File: src/rtl/frdr_pkg.sv
// Package for the fraction divide and reduce unit: shared types.
package frdr_pkg;

    // Divider command from the sequencer.
    typedef struct packed {
        logic start;
    } t_div_ctl;

    // Divider status back to the sequencer.
    typedef struct packed {
        logic busy;
        logic done;
    } t_div_stat;

endpackage

File: src/rtl/frdr_in_if.sv
// Input channel interface: numerator, denominator and divisor word.
interface frdr_in_if #(
    parameter int DATA_WIDTH = 16
);
    logic                         valid;
    logic                         ready;
    logic signed [DATA_WIDTH-1:0] numerator;
    logic signed [DATA_WIDTH-1:0] denominator;
    logic signed [DATA_WIDTH-1:0] divisor;

    modport source (output valid, numerator, denominator, divisor, input ready);
    modport sink   (input valid, numerator, denominator, divisor, output ready);
endinterface

File: src/rtl/frdr_out_if.sv
// Output channel interface: scaled and reduced fraction word.
interface frdr_out_if #(
    parameter int DATA_WIDTH = 16
);
    logic                           valid;
    logic                           ready;
    logic signed [2*DATA_WIDTH-1:0] scaled_denominator;
    logic signed [DATA_WIDTH-1:0]   reduced_numerator;
    logic signed [2*DATA_WIDTH-1:0] reduced_denominator;
    logic                           zero_denominator;

    modport source (output valid, scaled_denominator, reduced_numerator,
                    reduced_denominator, zero_denominator, input ready);
    modport sink   (input valid, scaled_denominator, reduced_numerator,
                    reduced_denominator, zero_denominator, output ready);
endinterface

File: src/rtl/fraction_divide_and_reduce_unit.sv
// Top level: fraction scaling, Euclid GCD and reduction on one shared divider.
//
//  channel | dir | word
//  i_in    | in  | numerator, denominator, divisor (DATA_WIDTH, signed)
//  o_out   | out | scaled_denominator, reduced_numerator, reduced_denominator,
//          |     | zero_denominator
//
// Steps: a multiply, then each Euclid step and each of the two final
//   divisions runs on the shared bit-serial divider (load, one shift step
//   per bit of the 2*DATA_WIDTH-bit quotient, done). A zero scaled
//   denominator skips the divider and goes straight to the output.
// One word in flight; i_in.ready is high only while the sequencer is idle.
// A finished word waits in the output register, so the next word may enter.
// Reset (synchronous, active low) clears the sequencer and output valid.
module fraction_divide_and_reduce_unit #(
    parameter int DATA_WIDTH = 16
) (
    input  logic        i_clk,
    input  logic        i_rst_n,
    frdr_in_if.sink     i_in,
    frdr_out_if.source  o_out
);
    localparam int W  = DATA_WIDTH;
    localparam int W2 = 2 * DATA_WIDTH;

    typedef enum logic [8:0] {
        S_IDLE  = 9'b000000001,
        S_MUL   = 9'b000000010,
        S_GCD   = 9'b000000100,
        S_GWAIT = 9'b000001000,
        S_DIVN  = 9'b000010000,
        S_NWAIT = 9'b000100000,
        S_DIVS  = 9'b001000000,
        S_SWAIT = 9'b010000000,
        S_OUT   = 9'b100000000
    } t_state;

    t_state r_state;

    // operand magnitudes and signs
    logic [W-1:0]  r_n_mag, r_d_mag, r_v_mag;
    logic          r_n_neg, r_s_neg;
    logic [W2-1:0] r_s_mag;
    // Euclid pair and result
    logic [W2-1:0] r_a, r_b, r_g;
    logic [W-1:0]  r_qn;
    logic [W2-1:0] r_qs;
    logic          r_zero;

    // output register
    logic          r_o_valid;
    logic [W2-1:0] r_o_scaled, r_o_rden;
    logic [W-1:0]  r_o_rnum;
    logic          r_o_zero;

    logic [W-1:0]  n_raw, d_raw, v_raw;
    logic [W-1:0]  n_n_mag, n_d_mag, n_v_mag;

    frdr_pkg::t_div_ctl  div_ctl;
    frdr_pkg::t_div_stat div_stat;
    logic [W2-1:0]       div_dividend, div_divisor, div_quo, div_rem;
    logic                out_load;

    assign n_raw   = i_in.numerator;
    assign d_raw   = i_in.denominator;
    assign v_raw   = i_in.divisor;
    assign n_n_mag = n_raw[W-1] ? (~n_raw + 1'b1) : n_raw;
    assign n_d_mag = d_raw[W-1] ? (~d_raw + 1'b1) : d_raw;
    assign n_v_mag = v_raw[W-1] ? (~v_raw + 1'b1) : v_raw;

    assign i_in.ready = (r_state == S_IDLE);
    assign out_load   = (r_state == S_OUT) && (!r_o_valid || o_out.ready);

    // divider command and operand select
    always_comb begin
        div_ctl.start = 1'b0;
        div_dividend  = r_a;
        div_divisor   = r_b;
        unique case (r_state)
            S_GCD: begin
                div_ctl.start = (r_b != '0);
            end
            S_DIVN: begin
                div_ctl.start = 1'b1;
                div_dividend  = W2'(r_n_mag);
                div_divisor   = r_g;
            end
            S_DIVS: begin
                div_ctl.start = 1'b1;
                div_dividend  = r_s_mag;
                div_divisor   = r_g;
            end
            default: begin
                div_ctl.start = 1'b0;
            end
        endcase
    end

    frdr_divider #(.WIDTH(W2)) u_div (
        .i_clk       (i_clk),
        .i_rst_n     (i_rst_n),
        .i_ctl       (div_ctl),
        .i_dividend  (div_dividend),
        .i_divisor   (div_divisor),
        .o_stat      (div_stat),
        .o_quotient  (div_quo),
        .o_remainder (div_rem)
    );

    // sequencer
    always_ff @(posedge i_clk) begin
        if (!i_rst_n) begin
            r_state <= S_IDLE;
        end else begin
            unique case (r_state)
                S_IDLE: begin
                    if (i_in.valid) begin
                        r_n_mag <= n_n_mag;
                        r_d_mag <= n_d_mag;
                        r_v_mag <= n_v_mag;
                        r_n_neg <= n_raw[W-1];
                        r_s_neg <= d_raw[W-1] ^ v_raw[W-1];
                        r_state <= S_MUL;
                    end
                end
                S_MUL: begin
                    r_s_mag <= W2'(r_d_mag) * W2'(r_v_mag);
                    r_b     <= W2'(r_d_mag) * W2'(r_v_mag);
                    r_a     <= W2'(r_n_mag);
                    r_state <= S_GCD;
                end
                S_GCD: begin
                    if (r_b != '0) begin
                        r_state <= S_GWAIT;
                    end else if (r_s_mag == '0) begin
                        // zero scaled denominator: flag, no reduction
                        r_zero  <= 1'b1;
                        r_state <= S_OUT;
                    end else begin
                        r_zero  <= 1'b0;
                        r_g     <= r_a;
                        r_state <= S_DIVN;
                    end
                end
                S_GWAIT: begin
                    if (div_stat.done) begin
                        r_a     <= r_b;
                        r_b     <= div_rem;
                        r_state <= S_GCD;
                    end
                end
                S_DIVN: begin
                    r_state <= S_NWAIT;
                end
                S_NWAIT: begin
                    if (div_stat.done) begin
                        r_qn    <= div_quo[W-1:0];
                        r_state <= S_DIVS;
                    end
                end
                S_DIVS: begin
                    r_state <= S_SWAIT;
                end
                S_SWAIT: begin
                    if (div_stat.done) begin
                        r_qs    <= div_quo;
                        r_state <= S_OUT;
                    end
                end
                S_OUT: begin
                    if (out_load) begin
                        r_state <= S_IDLE;
                    end
                end
                default: begin
                    r_state <= S_IDLE;
                end
            endcase
        end
    end

    // output register, signs reapplied here
    always_ff @(posedge i_clk) begin
        if (!i_rst_n) begin
            r_o_valid <= 1'b0;
        end else if (out_load) begin
            r_o_valid <= 1'b1;
        end else if (o_out.ready) begin
            r_o_valid <= 1'b0;
        end
    end

    always_ff @(posedge i_clk) begin
        if (out_load) begin
            r_o_zero <= r_zero;
            if (r_zero) begin
                r_o_scaled <= '0;
                r_o_rnum   <= '0;
                r_o_rden   <= '0;
            end else begin
                r_o_scaled <= r_s_neg ? (~r_s_mag + 1'b1) : r_s_mag;
                r_o_rnum   <= r_n_neg ? (~r_qn + 1'b1) : r_qn;
                r_o_rden   <= r_s_neg ? (~r_qs + 1'b1) : r_qs;
            end
        end
    end

    assign o_out.valid               = r_o_valid;
    assign o_out.scaled_denominator  = r_o_scaled;
    assign o_out.reduced_numerator   = r_o_rnum;
    assign o_out.reduced_denominator = r_o_rden;
    assign o_out.zero_denominator    = r_o_zero;

`ifndef ASSERT_OFF
    a_start_idle: assert property (@(posedge i_clk) disable iff (!i_rst_n)
        div_ctl.start |-> !div_stat.busy)
        else $error("divider started while busy");

    a_done_wait: assert property (@(posedge i_clk) disable iff (!i_rst_n)
        div_stat.done |-> (r_state == S_GWAIT || r_state == S_NWAIT ||
                           r_state == S_SWAIT))
        else $error("divider finished outside a wait state");

    a_accept_mul: assert property (@(posedge i_clk) disable iff (!i_rst_n)
        (i_in.valid && i_in.ready) |=> (r_state == S_MUL))
        else $error("accepted word did not enter multiply");

    a_zero_fields: assert property (@(posedge i_clk) disable iff (!i_rst_n)
        (r_o_valid && r_o_zero) |-> (r_o_scaled == '0 && r_o_rnum == '0 &&
                                     r_o_rden == '0))
        else $error("zero denominator word has nonzero fields");
`endif
endmodule

File: src/rtl/frdr_divider.sv
// Shared restoring divider, one quotient bit per cycle.
module frdr_divider #(
    parameter int WIDTH = 32
) (
    input  logic                  i_clk,
    input  logic                  i_rst_n,
    input  frdr_pkg::t_div_ctl    i_ctl,
    input  logic [WIDTH-1:0]      i_dividend,
    input  logic [WIDTH-1:0]      i_divisor,
    output frdr_pkg::t_div_stat   o_stat,
    output logic [WIDTH-1:0]      o_quotient,
    output logic [WIDTH-1:0]      o_remainder
);
    localparam int CW = $clog2(WIDTH + 1);

    logic [WIDTH:0]   r_rem;
    logic [WIDTH-1:0] r_quo;
    logic [WIDTH-1:0] r_div;
    logic [CW-1:0]    r_cnt;
    logic             r_busy;
    logic             r_done;

    logic [WIDTH:0]   trial;
    logic             fits;

    assign trial = {r_rem[WIDTH-1:0], r_quo[WIDTH-1]};
    assign fits  = trial >= {1'b0, r_div};

    always_ff @(posedge i_clk) begin
        if (!i_rst_n) begin
            r_busy <= 1'b0;
            r_done <= 1'b0;
            r_cnt  <= '0;
        end else begin
            r_done <= 1'b0;
            if (i_ctl.start && !r_busy) begin
                r_rem  <= '0;
                r_quo  <= i_dividend;
                r_div  <= i_divisor;
                r_cnt  <= CW'(WIDTH);
                r_busy <= 1'b1;
            end else if (r_busy) begin
                r_rem <= fits ? (trial - {1'b0, r_div}) : trial;
                r_quo <= {r_quo[WIDTH-2:0], fits};
                r_cnt <= r_cnt - 1'b1;
                if (r_cnt == CW'(1)) begin
                    r_busy <= 1'b0;
                    r_done <= 1'b1;
                end
            end
        end
    end

    assign o_stat.busy = r_busy;
    assign o_stat.done = r_done;
    assign o_quotient  = r_quo;
    assign o_remainder = r_rem[WIDTH-1:0];
endmodule
File: src/flat_wrapper.sv
// flat-port wrapper written by rule: the top's interface ports become plain ports
module fraction_divide_and_reduce_unit_flat 
#(
    parameter int DATA_WIDTH = 16
)
  (i_clk, i_rst_n, i_in_valid, i_in_numerator, i_in_denominator, i_in_divisor, i_in_ready, o_out_valid, o_out_scaled_denominator, o_out_reduced_numerator, o_out_reduced_denominator, o_out_zero_denominator, o_out_ready);
  frdr_in_if #(.DATA_WIDTH(DATA_WIDTH)) i_in_i ();
  frdr_out_if #(.DATA_WIDTH(DATA_WIDTH)) o_out_i ();
  input  logic i_clk;
  input  logic i_rst_n;
  input wire logic [$bits(i_in_i.valid)-1:0] i_in_valid;
  input wire logic [$bits(i_in_i.numerator)-1:0] i_in_numerator;
  input wire logic [$bits(i_in_i.denominator)-1:0] i_in_denominator;
  input wire logic [$bits(i_in_i.divisor)-1:0] i_in_divisor;
  output wire logic [$bits(i_in_i.ready)-1:0] i_in_ready;
  output wire logic [$bits(o_out_i.valid)-1:0] o_out_valid;
  output wire logic [$bits(o_out_i.scaled_denominator)-1:0] o_out_scaled_denominator;
  output wire logic [$bits(o_out_i.reduced_numerator)-1:0] o_out_reduced_numerator;
  output wire logic [$bits(o_out_i.reduced_denominator)-1:0] o_out_reduced_denominator;
  output wire logic [$bits(o_out_i.zero_denominator)-1:0] o_out_zero_denominator;
  input wire logic [$bits(o_out_i.ready)-1:0] o_out_ready;
  assign i_in_i.valid = i_in_valid;
  assign i_in_i.numerator = i_in_numerator;
  assign i_in_i.denominator = i_in_denominator;
  assign i_in_i.divisor = i_in_divisor;
  assign i_in_ready = i_in_i.ready;
  assign o_out_valid = o_out_i.valid;
  assign o_out_scaled_denominator = o_out_i.scaled_denominator;
  assign o_out_reduced_numerator = o_out_i.reduced_numerator;
  assign o_out_reduced_denominator = o_out_i.reduced_denominator;
  assign o_out_zero_denominator = o_out_i.zero_denominator;
  assign o_out_i.ready = o_out_ready;
  fraction_divide_and_reduce_unit #(.DATA_WIDTH(DATA_WIDTH)) u_core (.i_clk(i_clk), .i_rst_n(i_rst_n), .i_in(i_in_i), .o_out(o_out_i));
endmodule
File: config.mk
export PLATFORM = sky130hd
export DESIGN_NAME = fraction_divide_and_reduce_unit_flat
export DESIGN_NICKNAME = d
export VERILOG_FILES = /design/src/rtl/frdr_pkg.sv /design/src/rtl/frdr_in_if.sv /design/src/rtl/frdr_out_if.sv /design/src/rtl/fraction_divide_and_reduce_unit.sv /design/src/rtl/frdr_divider.sv /design/src/flat_wrapper.sv
export SDC_FILE = /design/constraint.sdc
export NUM_CORES = 1
export LEC_CHECK = 0
export BUFFER_PORTS_ARGS = -buffer_cell sky130_fd_sc_hd__buf_2
export CAP_MARGIN = 20
export CELL_PAD_IN_SITES_DETAIL_PLACEMENT = 0
export CELL_PAD_IN_SITES_GLOBAL_PLACEMENT = 2
export CORE_MARGIN = 8
export CORE_UTILIZATION = 43
export CTS_BUF_LIST = sky130_fd_sc_hd__clkbuf_4
export CTS_CLUSTER_SIZE = 8
export DETAILED_ROUTE_END_ITERATION = 7
export PLACE_DENSITY = 0.88
export SETUP_SLACK_MARGIN = 0.05
export SLEW_MARGIN = 10
export SYNTH_ARGS = -nofsm -noshare
export SYNTH_HDL_FRONTEND = slang
export SYNTH_SLANG_ARGS = --single-unit
File: constraint.sdc
create_clock -name i_clk -period 7.6 [get_ports i_clk]
set_input_delay 0 -clock i_clk [delete_from_list [all_inputs] [get_ports i_clk]]
set_output_delay 0 -clock i_clk [all_outputs]
set_load 0.01 [all_outputs]
# Word-level counts from Yosys, hierarchy flattened
# Index checks and enable logic that the tools add are counted.
[word_totals]
wordCells = 121
register_bits = 422
output_inout_bits = 83
inputBits = 52
[op_classes]
n_mux = 34
n_eq_ne = 15
mul = 1
n_lt_le_gt_ge = 1
bitwise_logic = 11
n_addsub = 8
reduce_logical = 23
[op_table]
columns = ["op", "count"]
rows = [
  ["32-bit 2-to-1 mux", 9],
  ["32-bit one-hot mux with 2 select lines", 3],
  ["9-bit one-hot mux with 9 select lines", 1],
  ["16-bit by 1-bit adder with 16-bit output (second input constant)", 4],
  ["32-bit by 1-bit adder with 32-bit output (second input constant)", 2],
  ["16-bit inverter", 4],
  ["32-bit inverter", 2],
  ["9-bit 2-to-1 mux", 7],
  ["15-bit 2-to-1 mux", 3],
  ["33-bit by 32-bit greater-or-equal comparator with 1-bit output", 1],
  ["32-bit zero test", 1],
  ["16-bit by 16-bit multiplier with 32-bit output", 1],
  ["32-bit nonzero test", 1],
  ["32-bit subtractor", 1],
  ["16-bit 2-to-1 mux", 1],
  ["3-bit AND reduction", 5],
  ["6-bit 2-to-1 mux", 2],
  ["9-bit by 1-bit equality test with 1-bit output (second input constant)", 1],
  ["9-bit by 2-bit equality test with 1-bit output (second input constant)", 1],
  ["9-bit by 3-bit equality test with 1-bit output (second input constant)", 1],
  ["9-bit by 4-bit equality test with 1-bit output (second input constant)", 1],
  ["9-bit by 5-bit equality test with 1-bit output (second input constant)", 1],
  ["9-bit by 6-bit equality test with 1-bit output (second input constant)", 1],
  ["9-bit by 7-bit equality test with 1-bit output (second input constant)", 1],
  ["other kinds (19)", 38],
]

# Depth between registers and ports, before layout
# Gate-level depths: netlist (run 1).
[depth]
ltp_word = 6
depth_mapped = 23
mapped_depth_nobuf = 22

# By module
# Synthesis (run 1) repeated with hierarchy kept, for this count alone.
[unflattened]
hier_cells = 2863
hier_area_um2 = 29545.8
[by_module_without_submodules]
columns = ["mod", "area_per_inst_um2", "seq_area_each_um2", "n_inst", "cells_per_inst"]
rows = [
  ["fraction_divide_and_reduce_unit", 23373.7, 9449.1, 1, 2212],
  ["frdr_divider", 6172.2, 3042.9, 1, 651],
]

# Least setup slack after synthesis (run 1)
# OpenSTA, ideal clock, no wires.
[synth_timing]
path_type = "reg-to-reg"
from = "register u_core.r_v_mag[3]"
to = "register u_core.r_b[29] (data pin)"
setup_time_ps = 260
stages_incl_launch_ff = 21
slack_ps = 1389
path_buffers = 1
arrival_ps = 5951
required_ps = 7340
period_less_slack_ps = 6211
path_cell_list = "edfxtp_1 > clkbuf_1 > nand2_1 > fa_1 > fa_1 > fa_1 > inv_1 > fa_1 > fa_1 > inv_1 > fa_1 > inv_1 > ha_1 > a21oi_1 > nand2_1 > o31ai_1 > o211ai_1 > a31o_2 > a221oi_1 > xnor2_1 > mux2_2"
[synth_via]
elab_chain_cells = 2
[synth_lines]
columns = ["element", "line", "rtl"]
rows = [
  ["start: declaration", "fraction_divide_and_reduce_unit.sv:41", "logic [W-1:0] r_n_mag, r_d_mag, r_v_mag;"],
  ["start signal: assignment", "fraction_divide_and_reduce_unit.sv:120", "r_v_mag <= n_v_mag;"],
  ["16-bit by 16-bit multiplier with 32-bit output", "fraction_divide_and_reduce_unit.sv:128", "r_b <= W2'(r_d_mag) * W2'(r_v_mag);"],
  ["32-bit one-hot mux with 2 select lines", "fraction_divide_and_reduce_unit.sv:115", "unique case (r_state)"],
  ["end signal: assignment", "fraction_divide_and_reduce_unit.sv:128", ""],
  ["end signal: assignment", "fraction_divide_and_reduce_unit.sv:148", "r_b <= div_rem;"],
  ["end: declaration", "fraction_divide_and_reduce_unit.sv:45", "logic [W2-1:0] r_a, r_b, r_g;"],
]
# No other way between the ends.
# A chain may end at the register's enable or synchronous reset.

# Worst setup path in the final report (run 1)
[layout_timing]
from = "register u_core.r_v_mag[6]"
to = "register u_core.r_b[29] (data pin)"
# Same word-level chain as after synthesis.

==> results of run 1 <==
==> metrics by stage <==
stage	utilization (%)	setup slack, ns	power (mW)	hold slack, ns	instances
2_1_floorplan	-	1.389	8.000	0.06194	2685
5_1_grt	50.06	0.4613	12.98	0.1194	3934
3_3_place_gp	45.81	0.9217	9.821	0.2094	3600
3_5_place_dp	45.82	0.7726	9.964	0.2266	3601
6_report	50.06	0.7698	11.96	0.08513	3934
4_1_cts	50.03	0.7908	12.04	0.003829	3930
==> cell type report <==
class	count	share of cell area (%)
Timing Repair Buffer	301	6.931
Inverter	296	3.376
Tap cell	864	3.285
Antenna cell	3	0.02281
Clock inverter	33	0.5741
Multi-Input combinational cell	1861	44.34
Clock buffer	154	3.513
Sequential cell	422	37.96
==> cells in the mapped netlist, types with 5 or more instances <==
library cell	n
edfxtp_1	404
nand2_1	392
inv_1	295
fa_1	195
nor2_1	191
ha_1	144
and2_1	139
a21oi_1	90
clkbuf_1	90
xnor2_1	84
xor2_1	79
o21ai_0	76
mux2_2	46
nor3_1	40
o31ai_1	39
nand3_1	29
a31oi_1	25
a21o_1	24
or3_1	24
nor4_1	20
a221oi_1	18
dfxtp_1	18
nand2b_1	18
a22oi_1	16
a211oi_1	14
buf_2	14
and3_1	13
nand4_1	13
nor2b_1	13
o21a_1	9
o41ai_1	9
or2_2	8
or4_1	8
nor3b_1	7
o21bai_1	7
o211ai_1	6
a2111oi_0	5
==> power by group through the flow <==
stage	Combinational (mW)	Clock (mW)	Sequential (mW)
after floorplan	4.80	0	3.20
after global placement	6.55	0	3.27
after detailed placement	6.69	0	3.27
after CTS	6.83	1.98	3.22
after global routing	7.67	2.09	3.23
final	6.83	1.91	3.22
==> sequential cells by signal (all words and copies together) (netlist names), 6 cells and up <==
| signal | flops |
|---|---|
| u_core.u_div.o_quotient | 32 |
| u_core.r_v_mag | 16 |
| u_core.r_g | 32 |
| u_core.o_out.reduced_numerator | 16 |
| u_core.u_div.r_rem | 32 |
| u_core.o_out.scaled_denominator | 32 |
| u_core.r_a | 32 |
| u_core.r_qs | 32 |
| u_core.r_qn | 16 |
| u_core.u_div.r_div | 32 |
| u_core.r_d_mag | 16 |
| u_core.o_out.reduced_denominator | 32 |
| u_core.u_div.r_cnt | 6 |
| u_core.r_n_mag | 16 |
| u_core.r_s_mag | 32 |
| u_core.r_state | 9 |
| u_core.r_b | 32 |
==> metal layers <==
| layer | vias to the layer above | wire length (um) | GRT usage, % |
|---|---|---|---|
| met4 | 2 | 1719 | 5.952 |
| met2 | 584 | 34400 | 32.81 |
| met5 | - | 8 | 0 |
| met3 | 118 | 4249 | 3.109 |
| li1 | 9813 | - | - |
| met1 | 9888 | 31760 | 25.09 |
==> tightest hold or removal path, cell delays in order <==
cell           delay [ns]
dlygate4sd3_1        0.52
buf_2                0.11
inv_1                0.06
o21ai_0              0.15
==> repair_timing <==
action / in CTS / in global routing
setup buffers: 0 / 0
endpoints found under the hold margin: 170 / 0
hold buffers: 142 / 0
==> final timing paths <==
path	start	endpoint	slack (ns)	depth (start not counted)
min reg2reg	u_core.u_div.o_quotient[20]	u_core.r_qs[20]	0.43	0
min	i_in_denominator[1]	u_core.r_d_mag[1]	0.09	4
max reg2reg	u_core.r_v_mag[6]	u_core.r_b[29]	0.77	21
max	u_core.r_v_mag[6]	u_core.r_b[29]	0.77	21
==> cell families (layout without fill, tap and decap cells) <==
kind of cell,after synthesis,after routing,synth area share (%)
and+or+nand+nor,939,939,15.49
DFF,422,422,43.76
buffers and inverters,402,784,5.348
AOI/OAI and AO/OA,370,370,8.460
adders and majority gates,339,339,19.99
xor gates and xnor gates,163,163,5.001
muxes,50,50,1.955
other,0,3,0
==> metrics.md, run 1 <==
| Metric | Value |
|---|---|
| Run status | complete, no violations |
| Total count of hold-check failures in the final report | 0 |
| Total Neg Setup Slack | 0 ns |
| Time the final worst path needs with I/O delays and setup | 6.830 ns |
| Fraction of layout instances using a drive strength above 1 | 13.30% |
| Most frequent standard cell in the layout excluding fill and tap cells | edfxtp_1 |
| Io pins | 135 |
| CP max stage delay | 0.64 ns |
| Critical Path AT | 7.45 ns |
| Netlist area before placement | 28,540 um^2 |
| Antenna violations before repair | 4 |
| Wirelength per Cell | 18.34 um |
| Relative slew margins | 26.78% |
| Total nets after synthesis | 3,076 |
| # setup viols final | 0 |
| Total number of vias | 20,405 |
| Kind of critical path | reg2reg |
| Switching power of the nets | 5.194 mW |
| DIE WIDTH | 273.7 um |
| Unrepaired setup endpoints after global routing | no |
| Static leakage | 13.48 nW |
| Gpl congestion | 0.8343 |
| FF+latch area | 12,490 um^2 |
| Dpl hpwl | 52,790 um |
| Clk network pwr share | 16.0% |
| Async set-reset flop share out of synthesis | 0% |
| Logic gate share of total power | 57.1% |
| Number of CTS-inserted buffers | 106 |
| Via count of the first global-routing pass | 21,419 |
| Count of different cell masters after synthesis | 70 |
| Clock-pin slew on the worst setup and hold paths | 0.06 ns |
| Sequential cell area fraction in the yosys report | 43.76% |
| Count of port buffers added during placement | 134 |
| CTS tree | built |
| Sw Share | 43.41% |
| Filler instances | 5,971 |
| Number of instances in the synthesized netlist | 2,685 |
| Clock skew | 0.07961 ns |
| Number of maximum-capacitance violations | 0 |
| Post-synth EDFFs | 404 |
| Startpoint type of the worst setup path | flip-flop |
| Worst voltage drop across the vdd grid | 0.3592 mV |
| Proportion of power drawn by flip-flops and latches | 26.9% |
| Number of flip-flops and latches in the synthesized netlist | 422 |
| Core ar. | 65,750 um^2 |
| Hold Crit Class | in2reg |
| Syn_area_per_cell | 10.63 um^2 |
| Multi-input combinational cell area | 14,590 um^2 |
| Cell area after layout | 32,910 um^2 |
| Maximum clock insertion buffer count | 3 |
| Crit path buf inv count | 5 |
| Pin slew with the least headroom to its limit | 1.088 ns |
| Dominant register cell in the synthesized netlist | edfxtp_1 |
| Warnings from Yosys | 0 |
| Post-DP Area | 30,120 um^2 |
| Final Cycle Share | 89.87% |
| Crit path cell chain | and2_1 > fa_1 > inv_1 > fa_1 > fa_1 > inv_1 > fa_1 > fa_1 > inv_1 > fa_1 > inv_1 > ha_1 > a21oi_1 > nand2_1 > o31ai_1 > buf_4 > o211ai_1 > a31o_2 > a221oi_1 > xnor2_1 > mux2_2 |
| Detailed-route DRC error count | 0 |
| Area growth, synth to finish | 15.29% |
| Drt initial violations | 1,105 |
| Crit path max-delay cell type | edfxtp_1 |
| Count of final max-slew check failures | 0 |
| # rows | 94 |
| Number of sinks handled by clock tree synthesis | 422 |
| Number of levels in the clock H-tree | 3 |
| Commonest non-fill, non-tap cells in the layout | edfxtp_1 (404), nand2_1 (392), inv_1 (295) |
| Floorplan die area | 74,880 um^2 |
| Global-route wire length before repair | 116,300 um |
| Peak clock frequency supported by timing | 146.4 MHz |
| Number of search-and-repair iterations in the first detailed-routing pass | 5 |
| Die Span Y | 273.7 um |
| Nature of the critical path endpoint | flip-flop |
| Required time worst endpoint | 8.22 ns |
| Clock insertion delay at the later pin of the skew report | 0.89 ns |
| Final global-route overflow total | 0 |
| Combined global-route utilization of all metal layers | 19.28% |
| Cell class contributing the biggest share of worst-path delay | adder cells |
| Clk Tree Root Cell | clkbuf_4 |
| Power Internal | 6.771 mW |
| Top cells by area, synth | edfxtp_1 (43%), fa_1 (14%), ha_1 (6.3%), nand2_1 (5.2%), inv_1 (3.9%) |
| Post-layout net count | 3,379 |
| DRT Wirelength | 72,130 um |
| Initial Utilization | 43.42% |
| Library cell with the largest summed area after synthesis | edfxtp_1 |
| Largest net degree at the start of global routing | 76 |
| Power density over the cells | 363.6 nW/um^2 |
| Post-synth top area share | 42.50% |
| Cell occurring most often along the worst timing path | fa_1 |
| CP max FO | 16 |
| Remaining antenna violation count after routing | 0 |
| Number of vias per cell | 5.187 |
| Number of cells upsized or downsized after cts | 0 |
No activity file was read; power rests on OpenSTA's default activity.
==> run 2, diff against run 1 <==
CORE_UTILIZATION = 46   (was 43)
PLACE_DENSITY = 0.93   (was 0.88)
clock period = 8 ns   (was 7.6 ns; I/O delays follow)
==> run 2 against run 1 <==
  * Clock skew fell by 0.0017 ns
  * Sequential power fell by 5%
  * Maximum frequency rose by 1.7%
  * Total power fell by 5.5%
  * Setup slack improved by 0.51 ns
  * Register-to-register slack improved by 0.51 ns
  * Critical path depth fell by 1
  * Cell count fell by 1.7%
  * Core utilization rose by 3.4 points
==> metrics.md, run 2 (synthesized netlist as in run 1, its figures left out) <==
| Metric | Value |
|---|---|
| Unrepaired setup endpoints after global routing | no |
| Remaining antenna violation count after routing | 0 |
| Clk network pwr share | 16.4% |
| Clock skew | 0.07788 ns |
| Clock-pin slew on the worst setup and hold paths | 0.06 ns |
| Number of vias per cell | 5.330 |
| Area growth, synth to finish | 15.16% |
| Critical Path AT | 7.35 ns |
| Fraction of layout instances using a drive strength above 1 | 13.33% |
| Count of final max-slew check failures | 0 |
| Pin slew with the least headroom to its limit | 0.9954 ns |
| Number of maximum-capacitance violations | 0 |
| # rows | 91 |
| Gpl congestion | 0.8608 |
| Drt initial violations | 1,348 |
| Sw Share | 43.17% |
| Crit path max-delay cell type | edfxtp_1 |
| CP max stage delay | 0.68 ns |
| Via count of the first global-routing pass | 21,622 |
| Nature of the critical path endpoint | flip-flop |
| Clk Tree Root Cell | clkbuf_4 |
| Post-layout net count | 3,383 |
| Final core occ | 53.47% |
| Io pins | 135 |
| Relative slew margins | 33.64% |
| Cell occurring most often along the worst timing path | fa_1 |
| DRT Wirelength | 71,700 um |
| Number of sinks handled by clock tree synthesis | 422 |
| Static leakage | 13.51 nW |
| Antenna violations before repair | 4 |
| Power Internal | 6.427 mW |
| Die Span Y | 265.1 um |
| Number of buffers added for setup after CTS | 0 |
| # setup viols final | 0 |
| Total of hold buffers inserted after clock tree synthesis | 144 |
| Total placed cells including tap cells | 3,525 |
| Number of levels in the clock H-tree | 3 |
| Crit path buf inv count | 4 |
| Worst voltage drop across the vdd grid | 0.3834 mV |
| Startpoint type of the worst setup path | flip-flop |
| Required time worst endpoint | 8.63 ns |
| Run status | complete, no violations |
| Commonest non-fill, non-tap cells in the layout | edfxtp_1 (404), nand2_1 (392), inv_1 (295) |
| Switching power of the nets | 4.883 mW |
| Initial Utilization | 46.43% |
| Logic gate share of total power | 56.6% |
| Core ar. | 61,480 um^2 |
| Peak clock frequency supported by timing | 148.8 MHz |
| Final global-route overflow total | 0 |
| Combined global-route utilization of all metal layers | 20.50% |
| Number of search-and-repair iterations in the first detailed-routing pass | 5 |
| DIE WIDTH | 265.1 um |
| Clock insertion delay at the later pin of the skew report | 0.89 ns |
| Dpl hpwl | 51,920 um |
| Crit path cell chain | and2_1 > fa_1 > inv_1 > fa_1 > fa_1 > fa_1 > inv_1 > fa_1 > inv_1 > fa_1 > inv_1 > ha_1 > a21oi_1 > o21ai_0 > or3_1 > o211ai_1 > a21oi_1 > a31oi_1 > xnor2_1 > mux2_2 |
| Cell class contributing the biggest share of worst-path delay | adder cells |
| Final Cycle Share | 83.98% |
| Proportion of power drawn by flip-flops and latches | 27.0% |
| Number of cells upsized or downsized after cts | 0 |
| Wirelength per Cell | 18.53 um |
| Number of CTS-inserted buffers | 109 |
| Total number of vias | 20,620 |
| Kind of critical path | reg2reg |
| Detailed-route DRC error count | 0 |
| Post-layout instance count excluding filler cells | 3,869 |
| Maximum clock insertion buffer count | 3 |
| Power density over the cells | 344.1 nW/um^2 |
| CTS tree | built |
| Hold Crit Class | in2reg |
| Most frequent standard cell in the layout excluding fill and tap cells | edfxtp_1 |
| Floorplan die area | 70,280 um^2 |
| Global-route wire length before repair | 116,300 um |
| Largest net degree at the start of global routing | 78 |
| CP max FO | 16 |
| Count of port buffers added during placement | 134 |
| Total count of hold-check failures in the final report | 0 |
| Total Neg Setup Slack | 0 ns |
| Time the final worst path needs with I/O delays and setup | 6.718 ns |
[run 2: changes by cell type in the layout (fill, tap and decap cells not counted), moves of 2 or more]
cell | before | now
clkbuf_4 | 154 | 152
clkinv_2 | 4 | 9
clkinv_1 | 23 | 28
dlygate4sd3_1 | 142 | 144
[run 2: path summary, 6_finish.rpt]
kind                       endpoint  cells past startpoint               from  slack (ns)
setup / recovery     u_core.r_b[26]                     20  u_core.r_d_mag[4]        1.28
hold / removal    u_core.r_v_mag[1]                      4    i_in_divisor[1]        0.14
setup reg to reg     u_core.r_b[26]                     20  u_core.r_d_mag[4]        1.28
hold reg to reg       u_core.r_g[6]                      0      u_core.r_a[6]        0.41
[run 2: area by class of cell]
class                           instances  area [um^2]
Fill cell                            5400        28610
Clock inverter                         43        244.0
Inverter                              296         1111
Clock buffer                          152         1141
Multi-Input combinational cell       1861        14590
Sequential cell                       422        12490
Timing Repair Buffer                  302         2297
Antenna cell                            3        7.507
Tap cell                              790        988.4
[run 2: metrics by stage]
| step | setup WS, ns | hold WS [ns] | total power, mW | instance area [um^2] |
|---|---|---|---|---|
| floorplan | 1.789 | 0.06194 | 7.600 | 28540 |
| global placement | 1.320 | 0.2162 | 9.264 | 30010 |
| detailed placement | 1.243 | 0.2284 | 9.384 | 30020 |
| CTS | 1.301 | 0.02686 | 11.36 | 32840 |
| global route | 1.001 | 0.08334 | 12.31 | 32870 |
| finish | 1.282 | 0.1383 | 11.31 | 32870 |
[run 2: tightest hold or removal path, stage by stage]
cell           delay (ns)
dlygate4sd3_1        0.52
buf_2                0.12
inv_1                0.07
o21ai_0              0.15
[run 2: power by group through the flow]
stage	Sequential [mW]	Clock (mW)	Combinational (mW)
finish	3.06	1.85	6.40
CTS	3.06	1.91	6.39
detailed placement	3.11	0	6.28
floorplan	3.04	0	4.56
global route	3.07	2.03	7.21
global placement	3.10	0	6.16
[run 2: layer usage]
metal	routed length, um	track usage (%)	vias up	share of wire [%]
met5	26	0	-	0.036
met1	31230	26.35	10015	44
met3	4269	3.805	142	6.0
li1	-	-	9842	-
met2	34200	34.87	617	48
met4	1977	6.689	4	2.8
==> run 3, diff against run 2 <==
ABC_AREA = 1   (was unset)
CORE_UTILIZATION = 36   (was 46)
PLACE_DENSITY = 0.84   (was 0.93)
clock period = 6 ns   (was 8 ns; I/O delays follow)
==> run 3 against run 2 <==
  * Clock skew increased by 0.035 ns
  * Cell area increased by 11%
  * Core utilization decreased by 11 points
  * Maximum frequency increased by 15%
  * Cell count increased by 36%
  * Die area increased by 37%
  * Synthesized cell count increased by 37%
  * Sequential cell count unchanged
  * Sequential share of layout area decreased by 3.7 points
  * Critical endpoint is now u_core.r_b[27]
==> metrics.md, run 3 <==
| Metric | Value |
|---|---|
| Worst R2R Start | u_core.r_v_mag[11] |
| Post-synth top area share | 38.94% |
| Startpoint type of the worst setup path | flip-flop |
| Number of maximum-capacitance violations | 0 |
| Unrepaired setup endpoints after global routing | yes |
| Async set-reset flop share out of synthesis | 0% |
| Number of instances in the synthesized netlist | 3,668 |
| # rows | 108 |
| Number of CTS-inserted buffers | 106 |
| Kind of critical path | reg2reg |
| Total met3 wirelength after detailed routing | 4020 um |
| Final core occ | 42.21% |
| # setup viols final | 0 |
| Maximum clock insertion buffer count | 3 |
| Drt initial violations | 1,556 |
| Total nets after synthesis | 4,059 |
| Sequential cell area fraction in the yosys report | 40.10% |
| Count of port buffers added during placement | 134 |
| Area growth, synth to finish | 16.82% |
| Number of sinks handled by clock tree synthesis | 422 |
| Remaining antenna violation count after routing | 0 |
| Initial Utilization | 36.13% |
| CTS tree | built |
| Final global-route overflow total | 0 |
| Combined global-route utilization of all metal layers | 19.06% |
| Relative slew margins | 33.39% |
| Core ar. | 86,210 um^2 |
| Time the final worst path needs with I/O delays and setup | 5.820 ns |
| Final Cycle Share | 96.99% |
| CP max FO | 7 |
| Clk Tree Root Cell | clkbuf_4 |
| Commonest non-fill, non-tap cells in the layout | nand2_1 (995), inv_1 (717), edfxtp_1 (404) |
| Most frequent standard cell in the layout excluding fill and tap cells | nand2_1 |
| Post-layout net count | 4,410 |
| Launch point of the critical path | u_core.r_v_mag[11] |
| Hold Crit Class | in2reg |
| Dpl hpwl | 71,230 um |
| Top cells by instance count after synthesis | nand2_1 (1,004), inv_1 (719), edfxtp_1 (404), nor2_1 (260), fa_1 (195) |
| Count of final max-slew check failures | 0 |
| Worst Hold Launch | i_rst_n |
| Wire length on met2 | 46,020 um |
| Count of different cell masters after synthesis | 55 |
| Floorplan die area | 96,200 um^2 |
| Netlist area before placement | 31,150 um^2 |
| Top cells by area, synth | edfxtp_1 (39%), fa_1 (13%), nand2_1 (12%), inv_1 (8.7%), ha_1 (5.8%) |
| Nature of the critical path endpoint | flip-flop |
| Gpl congestion | 0.8911 |
| Global-route wire length before repair | 142,700 um |
| Antenna violations before repair | 1 |
| Required time worst endpoint | 6.54 ns |
| Peak clock frequency supported by timing | 171.8 MHz |
| DIE WIDTH | 310.2 um |
| Die Span Y | 310.2 um |
| Clock skew | 0.1127 ns |
| Cell with the most instances after synthesis | nand2_1 |
| Total number of vias | 24,540 |
| Pin slew with the least headroom to its limit | 0.9930 ns |
| Run status | complete, no violations |
| Clock-pin slew on the worst setup and hold paths | 0.07 ns |
| Highest metal used | met4 |
| Via count of the first global-routing pass | 25,380 |
| Library cell with the largest summed area after synthesis | edfxtp_1 |
| Syn_area_per_cell | 8.493 um^2 |
| Number of levels in the clock H-tree | 3 |
| Number of search-and-repair iterations in the first detailed-routing pass | 5 |
| Total count of hold-check failures in the final report | 0 |
| Met1 wire length | 38,400 um |
| Number of flip-flops and latches in the synthesized netlist | 422 |
| Dominant register cell in the synthesized netlist | edfxtp_1 |
| DRT Wirelength | 91,750 um |
| Detailed-route DRC error count | 0 |
| Post-synth EDFFs | 404 |
| Largest net degree at the start of global routing | 73 |
| Clock insertion delay at the later pin of the skew report | 0.92 ns |
| Number of vias per cell | 4.670 |
| Critical Path AT | 6.36 ns |
| Fraction of layout instances using a drive strength above 1 | 13.81% |
| Warnings from Yosys | 0 |
| Io pins | 135 |
| Wirelength per Cell | 17.46 um |
-- run 3: cell type report --
class	instances	area [um^2]
fill	8794	49820
timing repair buffer	371	2845
antenna	1	2.502
multi-input combinational	2392	15550
inverter	726	2725
sequential	422	12490
clock inverter	40	216.5
clock buffer	148	1111
tap	1155	1445
-- run 3: worst max-delay path, stage by stage, from the launching register on --
cell	delay (ns)
edfxtp_1	0.49
buf_4	0.19
buf_4	0.15
buf_4	0.17
nand2_1	0.06
inv_1	0.05
fa_1	0.51
inv_1	0.06
fa_1	0.48
inv_1	0.06
fa_1	0.50
fa_1	0.53
fa_1	0.50
ha_1	0.31
ha_2	0.38
nand2_1	0.14
nor2_1	0.25
nand2_1	0.15
nor2_1	0.11
nand2_1	0.11
nand3_1	0.11
nand2_1	0.06
nand3_1	0.06
o21ai_0	0.09
-- run 3: worst paths after layout --
path | to | slack [ns] | cells past startpoint
max | u_core.r_b[27] | 0.18 | 23
min | u_core.r_state[8] | 0.1 | 4
min reg2reg | u_core.r_g[9] | 0.42 | 0
max reg2reg | u_core.r_b[27] | 0.18 | 23
-- run 3: kinds of logic after synthesis --
group	synth area share, %
and+or+nand+nor	22.23
buffers and inverters	10.88
DFF	40.10
AOI/OAI and AO/OA	6.511
adders and majority gates	18.32
xor gates and xnor gates	1.968
-- run 3: stage by stage --
stage	setup TNS (ns)	cell area (um^2)	hold slack, ns	cells	worst slack, ns
final	0	36390	0.09743	5255	0.1804
after global routing	-0.003231	36390	0.05338	5255	-0.003231
after CTS	0	35950	0.002732	5233	0.01735
after detailed placement	-0.1357	33150	0.1923	4894	-0.08441
after global placement	-0.06154	33150	0.1955	4894	-0.05839
after floorplan	0	31160	0.08458	3668	0.3682
-- run 3: metal layers --
| metal | vias to the layer above | global-route usage, % |
|---|---|---|
| li1 | 12285 | - |
| met1 | 11578 | 22.81 |
| met2 | 528 | 34.15 |
| met3 | 149 | 3.190 |
| met4 | 0 | 7.211 |
| met5 | - | 0 |
-- run 3: what timing repair did --
action / CTS / global route
endpoints found under the setup margin: 12 / 37
endpoints found under the hold margin: 85 / 0
pin swaps: 0 / 6
setup buffers: 19 / 21
gates resized for setup: 2 / 60
hold buffers: 132 / 0
Power of run 3 is left out: the tool's default activity adds up to more than one toggle a clock period on the data nets, which glitch-free logic cannot reach.
